**src/design/mbac_pkg.sv**
```systemverilog
package mbac_pkg;

    localparam int NUM_CH         = 8;
    localparam int SAMPLE_W       = 12;
    localparam int SUM_W          = 16;
    localparam int SIGNED_W       = 13;
    localparam int LINE_W         = 3;
    localparam int CFG_IDX_W      = 2;
    localparam int WINDOW_LEN_DEF = 10;

    localparam logic [SAMPLE_W-1:0] LINE_THR_RST  = 12'd500;
    localparam logic [SAMPLE_W-1:0] GATE_THR_RST  = 12'd0;
    localparam logic [SAMPLE_W-1:0] SERVO_CTR_RST = 12'd0;

    // register indexes of the configuration port
    localparam logic [CFG_IDX_W-1:0] REG_LINE_THR  = 2'd0;
    localparam logic [CFG_IDX_W-1:0] REG_GATE_THR  = 2'd1;
    localparam logic [CFG_IDX_W-1:0] REG_SERVO_CTR = 2'd2;

    // channel positions within a scan
    localparam int CH_POT       = 0;
    localparam int CH_GATE      = 1;
    localparam int CH_FAR_LEFT  = 2;
    localparam int CH_LEFT      = 3;
    localparam int CH_CENTER    = 4;
    localparam int CH_FAR_RIGHT = 5;
    localparam int CH_RIGHT     = 6;
    localparam int CH_SUPPLY    = 7;

    // line bit positions
    localparam int LINE_FAR_RIGHT = 0;
    localparam int LINE_CENTER    = 1;
    localparam int LINE_FAR_LEFT  = 2;

    typedef logic [SAMPLE_W-1:0] t_sample;

    typedef struct packed {
        t_sample line_thr;
        t_sample gate_thr;
        t_sample servo_ctr;
    } t_cfg;

    typedef struct packed {
        logic accept;
        logic close;
    } t_lane_ctrl;

    typedef struct packed {
        logic load;
    } t_merge_ctrl;

    typedef struct packed {
        logic stall;
    } t_merge_stat;

endpackage

```
**src/design/mbac_in_if.sv**
```systemverilog
interface mbac_in_if;

    logic                   valid;
    logic                   ready;
    mbac_pkg::t_sample      pot_sample;
    mbac_pkg::t_sample      gate_sample;
    mbac_pkg::t_sample      far_left_sample;
    mbac_pkg::t_sample      left_sample;
    mbac_pkg::t_sample      center_sample;
    mbac_pkg::t_sample      far_right_sample;
    mbac_pkg::t_sample      right_sample;
    mbac_pkg::t_sample      supply_sample;

    modport source (
        output valid, pot_sample, gate_sample, far_left_sample, left_sample,
               center_sample, far_right_sample, right_sample, supply_sample,
        input  ready
    );

    modport sink (
        input  valid, pot_sample, gate_sample, far_left_sample, left_sample,
               center_sample, far_right_sample, right_sample, supply_sample,
        output ready
    );

endinterface

```
**src/design/mbac_out_if.sv**
```systemverilog
interface mbac_out_if;

    logic                                       valid;
    logic                                       ready;
    mbac_pkg::t_sample                          pot_avg;
    mbac_pkg::t_sample                          gate_avg;
    mbac_pkg::t_sample                          far_left_avg;
    mbac_pkg::t_sample                          left_avg;
    mbac_pkg::t_sample                          center_avg;
    mbac_pkg::t_sample                          far_right_avg;
    mbac_pkg::t_sample                          right_avg;
    mbac_pkg::t_sample                          supply_avg;
    logic signed [mbac_pkg::SIGNED_W-1:0]       servo_angle;
    logic signed [mbac_pkg::SIGNED_W-1:0]       lateral_diff;
    logic        [mbac_pkg::LINE_W-1:0]         line_bits;
    logic                                       gate_open;

    modport source (
        output valid, pot_avg, gate_avg, far_left_avg, left_avg, center_avg,
               far_right_avg, right_avg, supply_avg, servo_angle, lateral_diff,
               line_bits, gate_open,
        input  ready
    );

    modport sink (
        input  valid, pot_avg, gate_avg, far_left_avg, left_avg, center_avg,
               far_right_avg, right_avg, supply_avg, servo_angle, lateral_diff,
               line_bits, gate_open,
        output ready
    );

endinterface

```
**src/design/mbac_lane.sv**
```systemverilog
module mbac_lane #(
    parameter int WINDOW_LEN = mbac_pkg::WINDOW_LEN_DEF
) (
    input  logic                    i_clk,
    input  logic                    i_rst_n,
    input  mbac_pkg::t_lane_ctrl    i_ctrl,
    input  mbac_pkg::t_sample       i_sample,
    output mbac_pkg::t_sample       o_avg
);

    localparam int SUM_W   = mbac_pkg::SUM_W;
    localparam int SHIFT   = SUM_W + $clog2(WINDOW_LEN);
    localparam int PROD_W  = 2 * SUM_W + 1;
    // exact reciprocal for any dividend of SUM_W bits
    localparam logic [SUM_W:0] RECIP =
        (SUM_W+1)'(((1 << SHIFT) + WINDOW_LEN - 1) / WINDOW_LEN);

    logic [SUM_W-1:0]  r_sum;
    logic [SUM_W-1:0]  n_sum;
    mbac_pkg::t_sample r_avg;
    logic [PROD_W-1:0] w_prod;

    assign w_prod = PROD_W'(r_sum) * PROD_W'(RECIP);

    always_comb begin
        n_sum = r_sum;
        if (i_ctrl.accept) begin
            if (i_ctrl.close) begin
                n_sum = SUM_W'(i_sample);
            end else begin
                n_sum = r_sum + SUM_W'(i_sample);
            end
        end
    end

    always_ff @(posedge i_clk) begin
        if (!i_rst_n) begin
            r_sum <= '0;
        end else begin
            r_sum <= n_sum;
        end
    end

    always_ff @(posedge i_clk) begin
        if (i_ctrl.accept && i_ctrl.close) begin
            r_avg <= w_prod[SHIFT +: mbac_pkg::SAMPLE_W];
        end
    end

    assign o_avg = r_avg;

endmodule

```
**src/design/mbac_merge.sv**
```systemverilog
module mbac_merge (
    input  logic                    i_clk,
    input  logic                    i_rst_n,
    input  mbac_pkg::t_merge_ctrl   i_ctrl,
    input  mbac_pkg::t_cfg          i_cfg,
    input  mbac_pkg::t_sample       i_avg [mbac_pkg::NUM_CH],
    output mbac_pkg::t_merge_stat   o_stat,
    mbac_out_if.source              o_result
);

    localparam int SW = mbac_pkg::SIGNED_W;

    logic                           r_valid;
    mbac_pkg::t_sample              r_avg [mbac_pkg::NUM_CH];
    logic signed [SW-1:0]           r_servo_angle;
    logic signed [SW-1:0]           r_lateral_diff;
    logic [mbac_pkg::LINE_W-1:0]    r_line_bits;
    logic                           r_gate_open;
    logic [mbac_pkg::LINE_W-1:0]    w_line;

    always_comb begin
        w_line = '0;
        w_line[mbac_pkg::LINE_FAR_RIGHT] =
            i_avg[mbac_pkg::CH_FAR_RIGHT] < i_cfg.line_thr;
        w_line[mbac_pkg::LINE_CENTER] =
            i_avg[mbac_pkg::CH_CENTER] < i_cfg.line_thr;
        w_line[mbac_pkg::LINE_FAR_LEFT] =
            i_avg[mbac_pkg::CH_FAR_LEFT] < i_cfg.line_thr;
    end

    assign o_stat.stall = r_valid && !o_result.ready;

    always_ff @(posedge i_clk) begin
        if (!i_rst_n) begin
            r_valid <= 1'b0;
        end else if (i_ctrl.load) begin
            r_valid <= 1'b1;
        end else if (o_result.ready) begin
            r_valid <= 1'b0;
        end
    end

    always_ff @(posedge i_clk) begin
        if (i_ctrl.load) begin
            r_avg          <= i_avg;
            r_servo_angle  <= signed'(SW'(i_cfg.servo_ctr)
                              - SW'(i_avg[mbac_pkg::CH_POT]));
            r_lateral_diff <= signed'(SW'(i_avg[mbac_pkg::CH_RIGHT])
                              - SW'(i_avg[mbac_pkg::CH_LEFT]));
            r_line_bits    <= w_line;
            r_gate_open    <= i_avg[mbac_pkg::CH_GATE] <= i_cfg.gate_thr;
        end
    end

    assign o_result.valid         = r_valid;
    assign o_result.pot_avg       = r_avg[mbac_pkg::CH_POT];
    assign o_result.gate_avg      = r_avg[mbac_pkg::CH_GATE];
    assign o_result.far_left_avg  = r_avg[mbac_pkg::CH_FAR_LEFT];
    assign o_result.left_avg      = r_avg[mbac_pkg::CH_LEFT];
    assign o_result.center_avg    = r_avg[mbac_pkg::CH_CENTER];
    assign o_result.far_right_avg = r_avg[mbac_pkg::CH_FAR_RIGHT];
    assign o_result.right_avg     = r_avg[mbac_pkg::CH_RIGHT];
    assign o_result.supply_avg    = r_avg[mbac_pkg::CH_SUPPLY];
    assign o_result.servo_angle   = r_servo_angle;
    assign o_result.lateral_diff  = r_lateral_diff;
    assign o_result.line_bits     = r_line_bits;
    assign o_result.gate_open     = r_gate_open;

endmodule

```
**src/design/multichannel_block_average_classifier.sv**
```systemverilog
// Boxcar average and threshold classifier for eight converter channels.
// i_scan takes one scan of eight 12-bit samples per request, and every
// WINDOW_LEN-th scan closes a window and produces one request on o_result:
// eight averages (sum / WINDOW_LEN, truncated), servo angle, right-left
// difference, three line bits and the gate flag. Other scans only add in.
// The first window after reset holds WINDOW_LEN-1 scans; the closing scan
// always starts the next window.
// Throughput: one scan per cycle while i_scan.ready is high. The closing
// scan's averages are registered first by the per-lane reciprocal multiply,
// then by the merge stage that compares and subtracts.
// When o_result stalls, the lane average register still holds one more
// closed window; i_scan.ready drops only while both stages are full.
// Reset clears the sums, the scan count and both stages, and loads the
// registers with line threshold 500, gate threshold 0, servo centre 0.
// The user writes registers through i_cfg_we/i_cfg_idx/i_cfg_data only while idle; the block does not enforce it.
module multichannel_block_average_classifier #(
    parameter int WINDOW_LEN = mbac_pkg::WINDOW_LEN_DEF
) (
    input  logic                                i_clk,
    input  logic                                i_rst_n,
    input  logic                                i_cfg_we,
    input  logic [mbac_pkg::CFG_IDX_W-1:0]      i_cfg_idx,
    input  mbac_pkg::t_sample                   i_cfg_data,
    mbac_in_if.sink                             i_scan,
    mbac_out_if.source                          o_result
);

    localparam int CNT_W = $clog2(WINDOW_LEN + 1);

    logic [CNT_W-1:0]       r_count;
    logic [CNT_W-1:0]       n_count;
    logic                   r_a_valid;
    logic                   n_a_valid;
    mbac_pkg::t_cfg         r_cfg;
    mbac_pkg::t_lane_ctrl   w_lane_ctrl;
    mbac_pkg::t_merge_ctrl  w_merge_ctrl;
    mbac_pkg::t_merge_stat  w_merge_stat;
    mbac_pkg::t_sample      w_sample [mbac_pkg::NUM_CH];
    mbac_pkg::t_sample      w_avg [mbac_pkg::NUM_CH];
    logic                   w_accept;
    logic                   w_close;

    assign i_scan.ready = !r_a_valid || !w_merge_stat.stall;
    assign w_accept     = i_scan.valid && i_scan.ready;
    assign w_close      = r_count == CNT_W'(WINDOW_LEN - 1);

    assign w_lane_ctrl.accept = w_accept;
    assign w_lane_ctrl.close  = w_close;
    assign w_merge_ctrl.load  = r_a_valid && !w_merge_stat.stall;

    assign w_sample[mbac_pkg::CH_POT]       = i_scan.pot_sample;
    assign w_sample[mbac_pkg::CH_GATE]      = i_scan.gate_sample;
    assign w_sample[mbac_pkg::CH_FAR_LEFT]  = i_scan.far_left_sample;
    assign w_sample[mbac_pkg::CH_LEFT]      = i_scan.left_sample;
    assign w_sample[mbac_pkg::CH_CENTER]    = i_scan.center_sample;
    assign w_sample[mbac_pkg::CH_FAR_RIGHT] = i_scan.far_right_sample;
    assign w_sample[mbac_pkg::CH_RIGHT]     = i_scan.right_sample;
    assign w_sample[mbac_pkg::CH_SUPPLY]    = i_scan.supply_sample;

    always_comb begin
        n_count = r_count;
        if (w_accept) begin
            n_count = w_close ? '0 : r_count + CNT_W'(1);
        end
        n_a_valid = r_a_valid;
        if (w_accept && w_close) begin
            n_a_valid = 1'b1;
        end else if (w_merge_ctrl.load) begin
            n_a_valid = 1'b0;
        end
    end

    always_ff @(posedge i_clk) begin
        if (!i_rst_n) begin
            r_count   <= '0;
            r_a_valid <= 1'b0;
        end else begin
            r_count   <= n_count;
            r_a_valid <= n_a_valid;
        end
    end

    always_ff @(posedge i_clk) begin
        if (!i_rst_n) begin
            r_cfg.line_thr  <= mbac_pkg::LINE_THR_RST;
            r_cfg.gate_thr  <= mbac_pkg::GATE_THR_RST;
            r_cfg.servo_ctr <= mbac_pkg::SERVO_CTR_RST;
        end else if (i_cfg_we) begin
            unique case (i_cfg_idx)
                mbac_pkg::REG_LINE_THR:  r_cfg.line_thr  <= i_cfg_data;
                mbac_pkg::REG_GATE_THR:  r_cfg.gate_thr  <= i_cfg_data;
                mbac_pkg::REG_SERVO_CTR: r_cfg.servo_ctr <= i_cfg_data;
                default: begin
                end
            endcase
        end
    end

    for (genvar g = 0; g < mbac_pkg::NUM_CH; g++) begin : g_lane
        mbac_lane #(
            .WINDOW_LEN (WINDOW_LEN)
        ) u_lane (
            .i_clk    (i_clk),
            .i_rst_n  (i_rst_n),
            .i_ctrl   (w_lane_ctrl),
            .i_sample (w_sample[g]),
            .o_avg    (w_avg[g])
        );
    end

    mbac_merge u_merge (
        .i_clk    (i_clk),
        .i_rst_n  (i_rst_n),
        .i_ctrl   (w_merge_ctrl),
        .i_cfg    (r_cfg),
        .i_avg    (w_avg),
        .o_stat   (w_merge_stat),
        .o_result (o_result)
    );

    a_count_range: assert property (@(posedge i_clk) disable iff (!i_rst_n)
        r_count < CNT_W'(WINDOW_LEN))
        else $error("scan count out of range");

    a_close_clears: assert property (@(posedge i_clk) disable iff (!i_rst_n)
        (w_accept && w_close) |=> (r_count == '0) && r_a_valid)
        else $error("window close not taken");

    a_stage_source: assert property (@(posedge i_clk) disable iff (!i_rst_n)
        $rose(r_a_valid) |-> $past(w_accept && w_close))
        else $error("average stage filled without a closing scan");

    a_ready_stall: assert property (@(posedge i_clk) disable iff (!i_rst_n)
        !i_scan.ready |-> (o_result.valid && !o_result.ready && r_a_valid))
        else $error("scan refused without a full pipeline");

endmodule
```
**src/flat_wrapper.sv**
```systemverilog
// flat-port wrapper written by rule: the top's interface ports become plain ports
module multichannel_block_average_classifier_flat 
#(
    parameter int WINDOW_LEN = mbac_pkg::WINDOW_LEN_DEF
)
  (i_clk, i_rst_n, i_cfg_we, i_cfg_idx, i_cfg_data, i_scan_valid, i_scan_pot_sample, i_scan_gate_sample, i_scan_far_left_sample, i_scan_left_sample, i_scan_center_sample, i_scan_far_right_sample, i_scan_right_sample, i_scan_supply_sample, i_scan_ready, o_result_valid, o_result_pot_avg, o_result_gate_avg, o_result_far_left_avg, o_result_left_avg, o_result_center_avg, o_result_far_right_avg, o_result_right_avg, o_result_supply_avg, o_result_servo_angle, o_result_lateral_diff, o_result_line_bits, o_result_gate_open, o_result_ready);
  mbac_in_if i_scan_i ();
  mbac_out_if o_result_i ();
  input  logic i_clk;
  input  logic i_rst_n;
  input  logic i_cfg_we;
  input  logic [mbac_pkg::CFG_IDX_W-1:0] i_cfg_idx;
  input  mbac_pkg::t_sample i_cfg_data;
  input wire logic [$bits(i_scan_i.valid)-1:0] i_scan_valid;
  input wire logic [$bits(i_scan_i.pot_sample)-1:0] i_scan_pot_sample;
  input wire logic [$bits(i_scan_i.gate_sample)-1:0] i_scan_gate_sample;
  input wire logic [$bits(i_scan_i.far_left_sample)-1:0] i_scan_far_left_sample;
  input wire logic [$bits(i_scan_i.left_sample)-1:0] i_scan_left_sample;
  input wire logic [$bits(i_scan_i.center_sample)-1:0] i_scan_center_sample;
  input wire logic [$bits(i_scan_i.far_right_sample)-1:0] i_scan_far_right_sample;
  input wire logic [$bits(i_scan_i.right_sample)-1:0] i_scan_right_sample;
  input wire logic [$bits(i_scan_i.supply_sample)-1:0] i_scan_supply_sample;
  output wire logic [$bits(i_scan_i.ready)-1:0] i_scan_ready;
  output wire logic [$bits(o_result_i.valid)-1:0] o_result_valid;
  output wire logic [$bits(o_result_i.pot_avg)-1:0] o_result_pot_avg;
  output wire logic [$bits(o_result_i.gate_avg)-1:0] o_result_gate_avg;
  output wire logic [$bits(o_result_i.far_left_avg)-1:0] o_result_far_left_avg;
  output wire logic [$bits(o_result_i.left_avg)-1:0] o_result_left_avg;
  output wire logic [$bits(o_result_i.center_avg)-1:0] o_result_center_avg;
  output wire logic [$bits(o_result_i.far_right_avg)-1:0] o_result_far_right_avg;
  output wire logic [$bits(o_result_i.right_avg)-1:0] o_result_right_avg;
  output wire logic [$bits(o_result_i.supply_avg)-1:0] o_result_supply_avg;
  output wire logic [$bits(o_result_i.servo_angle)-1:0] o_result_servo_angle;
  output wire logic [$bits(o_result_i.lateral_diff)-1:0] o_result_lateral_diff;
  output wire logic [$bits(o_result_i.line_bits)-1:0] o_result_line_bits;
  output wire logic [$bits(o_result_i.gate_open)-1:0] o_result_gate_open;
  input wire logic [$bits(o_result_i.ready)-1:0] o_result_ready;
  assign i_scan_i.valid = i_scan_valid;
  assign i_scan_i.pot_sample = i_scan_pot_sample;
  assign i_scan_i.gate_sample = i_scan_gate_sample;
  assign i_scan_i.far_left_sample = i_scan_far_left_sample;
  assign i_scan_i.left_sample = i_scan_left_sample;
  assign i_scan_i.center_sample = i_scan_center_sample;
  assign i_scan_i.far_right_sample = i_scan_far_right_sample;
  assign i_scan_i.right_sample = i_scan_right_sample;
  assign i_scan_i.supply_sample = i_scan_supply_sample;
  assign i_scan_ready = i_scan_i.ready;
  assign o_result_valid = o_result_i.valid;
  assign o_result_pot_avg = o_result_i.pot_avg;
  assign o_result_gate_avg = o_result_i.gate_avg;
  assign o_result_far_left_avg = o_result_i.far_left_avg;
  assign o_result_left_avg = o_result_i.left_avg;
  assign o_result_center_avg = o_result_i.center_avg;
  assign o_result_far_right_avg = o_result_i.far_right_avg;
  assign o_result_right_avg = o_result_i.right_avg;
  assign o_result_supply_avg = o_result_i.supply_avg;
  assign o_result_servo_angle = o_result_i.servo_angle;
  assign o_result_lateral_diff = o_result_i.lateral_diff;
  assign o_result_line_bits = o_result_i.line_bits;
  assign o_result_gate_open = o_result_i.gate_open;
  assign o_result_i.ready = o_result_ready;
  multichannel_block_average_classifier #(.WINDOW_LEN(WINDOW_LEN)) u_core (.i_clk(i_clk), .i_rst_n(i_rst_n), .i_cfg_we(i_cfg_we), .i_cfg_idx(i_cfg_idx), .i_cfg_data(i_cfg_data), .i_scan(i_scan_i), .o_result(o_result_i));
endmodule
```
**config.mk**
```make
export PLATFORM = sky130hd
export DESIGN_NAME = multichannel_block_average_classifier_flat
export DESIGN_NICKNAME = d
export VERILOG_FILES = /design/src/design/mbac_pkg.sv /design/src/design/mbac_in_if.sv /design/src/design/mbac_out_if.sv /design/src/design/mbac_lane.sv /design/src/design/mbac_merge.sv /design/src/design/multichannel_block_average_classifier.sv /design/src/flat_wrapper.sv
export SDC_FILE = /design/constraint.sdc
export NUM_CORES = 2
export LEC_CHECK = 0
export ABC_AREA = 1
export BUFFER_PORTS_ARGS = -buffer_cell sky130_fd_sc_hd__clkbuf_2
export CAP_MARGIN = 15
export CORE_ASPECT_RATIO = 1.4
export CORE_MARGIN = 10
export CORE_UTILIZATION = 35
export CTS_BUF_LIST = sky130_fd_sc_hd__clkbuf_4
export DETAILED_ROUTE_END_ITERATION = 10
export HOLD_SLACK_MARGIN = 0.08
export PLACE_DENSITY = 0.58
export SYNTH_ARGS = -nofsm -noshare
export SYNTH_HDL_FRONTEND = slang
export SYNTH_SLANG_ARGS = --single-unit
```
**constraint.sdc**
```tcl
create_clock -name i_clk -period 7.5 [get_ports i_clk]
set_clock_uncertainty 0.15 [all_clocks]
set_input_delay 0.75 -clock i_clk [delete_from_list [all_inputs] [get_ports i_clk]]
set_output_delay 0.75 -clock i_clk [all_outputs]
set_load 0.02 [all_outputs]
```
==> results by group <==
Floorplanning
  – Core box area: 170200 µm²
  – IO Pins: 243
  – Die footprint: 188500 µm²
  – Die Ht: 509.7 µm
  – Die Width: 369.8 µm
  – Num rows: 179
  – Starting density of the core: 35.23%

Synthesis
  – Xor/xnor cell area share of the yosys netlist: 2.191%
  – Top cells by area, synth: ha_1 (24%), fa_1 (21%), edfxtp_1 (11%)
  – Synth Area in Adders: 45.74%
  – Synth cell types: 48
  – Post-synth top flop: edfxtp_1
  – Synth Area in Compound Gates: 7.906%
  – Number of enable flip-flop cells after synthesis: 222
  – Post-synthesis simple-gate area fraction: 16.66%
  – Post-synthesis mux area share: 0%
  – Main combinational cell family by area after synthesis: adder cells
  – Sequential share of the synthesized area: 16.79%
  – Synth warn: 0
  – Synth Register Bits: 392
  – Asr flop ratio synth: 0%
  – Syn Area/Cell: 8.155 µm²
  – Leading area contributor after synthesis: ha_1
  – Post-Synthesis Net Count: 9275
  – Synth top area share: 24.31%
  – Mapped Area: 59960 µm²
  – Post-synthesis instance total: 7353

Timing
  – Hold_ws: 229.3 ps
  – Final Setup Violations: 0
  – Fin crit share: 72.61%
  – Slew Limit Fails: 0
  – RSZ-0062 raised after global routing: no
  – Max Fclk: 183.6 MHz
  – Final Critical Period: 5445 ps
  – Slew @ Worst Pin: 979.4 ps
  – Setup TNS: 0 ps
  – Final Hold Fails: 0
  – Relative slew slack: 34.71%

Detailed routing
  – DRT iter0 DRCs: 2175
  – Drc violations: 0
  – DRT Pass-1 Iters: 6
  – Final ANT Viol Nets: 0
  – WL per Instance: 18.64 µm
  – Vias/cell: 4.875
  – Vias: 49654
  – Routed wire length: 189.9 mm

CTS
  – Clock sinks: 392
  – Clock Tree Root: clkbuf_4
  – Clk_lat worst skew: 1130 ps
  – CTS tree: done
  – Clk slew on worst S/H paths: 80 ps
  – Clock Path Buffers: 3
  – CTS buffer count: 117
  – Htree depth: 3
  – Postcts setup bufs: 0

Final layout
  – Filler instances: 17725
  – Most frequent cells in the layout: inv_1 (1620), nand2_1 (1415), ha_1 (1165)
  – Most common cell after layout, fill and taps aside: inv_1
  – Fin util: 39.37%
  – Fin nets: 9736
  – Area Growth Syn to Fin: 11.76%
  – Layout cells sized above 1: 6.029%

Power
  – Sequential share of power: 14.8%
  – Clk pwr share: 12.5%
  – Internal power: 8.470 mW
  – Comb power frac: 72.7%
  – P_leak: 36.76 nW
  – Psw: 9.616 mW
  – Power per cell area: 269.9 nW/µm²
  – Sw Share: 53.17%
  – Worst VDD drop: 0.0001888 V

Global routing
  – Antenna violations before repair: 21
  – Tot GR Track Use: 20.16%
  – Total grt overflow: 0
  – First-pass GRT wire length: 296.7 mm
  – Number of global-route vias before repair: 52763
  – Largest net degree at the start of global routing: 98

Run
  – MaxCap Viol Count: 0

Critical path
  – Setup CP Type: register to register
  – Worst EP required: 8240 ps
  – Endpoint class of the critical path: register
  – Startpoint Class: register
  – Arrival time at the worst endpoint: 6180 ps
  – Crit-path max FO: 8

Placed design
  – Dpl hpwl: 161.6 mm
  – RePlAce Congestion: 0.9634
  – Number of port buffers: 242

Worst hold path
  – Hold Crit Class: register to register

Run status
  – Status: completed
## layer usage
metal	up-vias	wire length (µm)	global-route usage [%]
li1	24490	-	-
met1	23701	78540	23.69
met2	1118	96090	36.90
met3	327	7741	2.499
met4	18	7374	7.891
met5	-	121	0
## power by group through the flow
stage               logic (mW)  clock network [mW]  registers (mW)
finish                    13.2                2.25            2.68
floorplan                 9.51                   0            2.64
detailed placement        13.1                   0            2.72
global placement          13.0                   0            2.72
global route              15.2                2.47            2.69
CTS                       13.3                2.37            2.68
## final cells by class
class	count	area, µm²	area share [%]
Multi-Input combinational cell	5263	43510	64.93
Antenna cell	11	27.53	0.04108
Sequential cell	392	10070	15.03
Clock buffer	160	1201	1.792
Inverter	1629	6117	9.128
Clock inverter	57	369.1	0.5508
Tap cell	2262	2830	4.223
Timing Repair Buffer	411	2888	4.309
## cell usage after synthesis, types with 8 or more instances
master,number
inv_1,1620
nand2_1,1415
ha_1,1165
fa_1,642
a21oi_1,501
nor2_1,495
nand3_1,336
edfxtp_1,222
o21ai_0,221
dfxtp_1,170
xor2_1,108
nand4_1,69
nor3_1,69
xnor2_1,42
a21o_1,35
buf_2,32
clkbuf_1,31
o21bai_1,31
o211ai_1,23
o21a_1,15
o221ai_1,11
nor2_2,9
nor4_1,9
inv_2,8
nand3b_1,8
## metrics by stage
step	area (µm²)	power, mW	setup slack, ps	std cells
after floorplan	59970	12.15	1519	7353
after global placement	63840	15.75	2173	9800
after detailed placement	63840	15.81	2151	9800
after CTS	66980	18.33	2102	10174
after global routing	66990	20.33	1748	10176
final	67010	18.09	2055	10185
## sequential cells by signal, indices dropped and copies added (netlist names)
signal and count:
u_core.g_lane.u_lane.o_avg 96, u_core.g_lane.u_lane.r_sum 128, u_core.r_a_valid 1, u_core.r_cfg 36, u_core.r_count 4, u_core.u_merge.o_result.center_avg 12, u_core.u_merge.o_result.far_left_avg 12, u_core.u_merge.o_result.far_right_avg 12
u_core.u_merge.o_result.gate_avg 12, u_core.u_merge.o_result.gate_open 1, u_core.u_merge.o_result.lateral_diff 13, u_core.u_merge.o_result.left_avg 12, u_core.u_merge.o_result.line_bits 3, u_core.u_merge.o_result.pot_avg 12, u_core.u_merge.o_result.right_avg 12, u_core.u_merge.o_result.servo_angle 13
u_core.u_merge.o_result.supply_avg 12, u_core.u_merge.o_result.valid 1
## worst paths after layout
check	from	end	slack, ps	cells after the start
worst max-delay path	u_core.g_lane[4].u_lane.r_sum[5]	u_core.g_lane[4].u_lane.o_avg[9]	2050	20
worst min register to register	u_core.g_lane[7].u_lane.o_avg[7]	u_core.u_merge.o_result.supply_avg[7]	230	0
worst min-delay path	u_core.g_lane[7].u_lane.o_avg[7]	u_core.u_merge.o_result.supply_avg[7]	230	0
worst max register to register	u_core.g_lane[4].u_lane.r_sum[5]	u_core.g_lane[4].u_lane.o_avg[9]	2050	20
## cell families after synthesis
| family | Yosys count |
|---|---|
| AO/OA/AOI/OAI | 870 |
| XOR/XNOR | 150 |
| adder cells (fa/ha/maj) | 1807 |
| buffers and inverters | 1698 |
| flip-flops | 392 |
| AND/OR/NAND/NOR | 2436 |
## worst max-delay path, stage by stage, from the launching register on
cell and delay, ps:
dfxtp_1 560, ha_1 410, xor2_1 190, ha_1 330
fa_1 490, inv_1 50, fa_1 470, inv_1 50
fa_1 490, inv_1 50, fa_1 480, inv_1 50
ha_1 340, a21oi_1 260, o21ai_0 180, a21oi_1 250
nor2_1 110, nor2_1 140, nand2_1 70, nand2_1 60
nand2_1 50
## what timing repair did
item / 4_1_cts / 5_1_grt
hold endpoints to repair: 163 / 0
hold buffers: 157 / 0
gates resized for setup: 0 / 0
No activity file was read; power rests on OpenSTA's default activity.
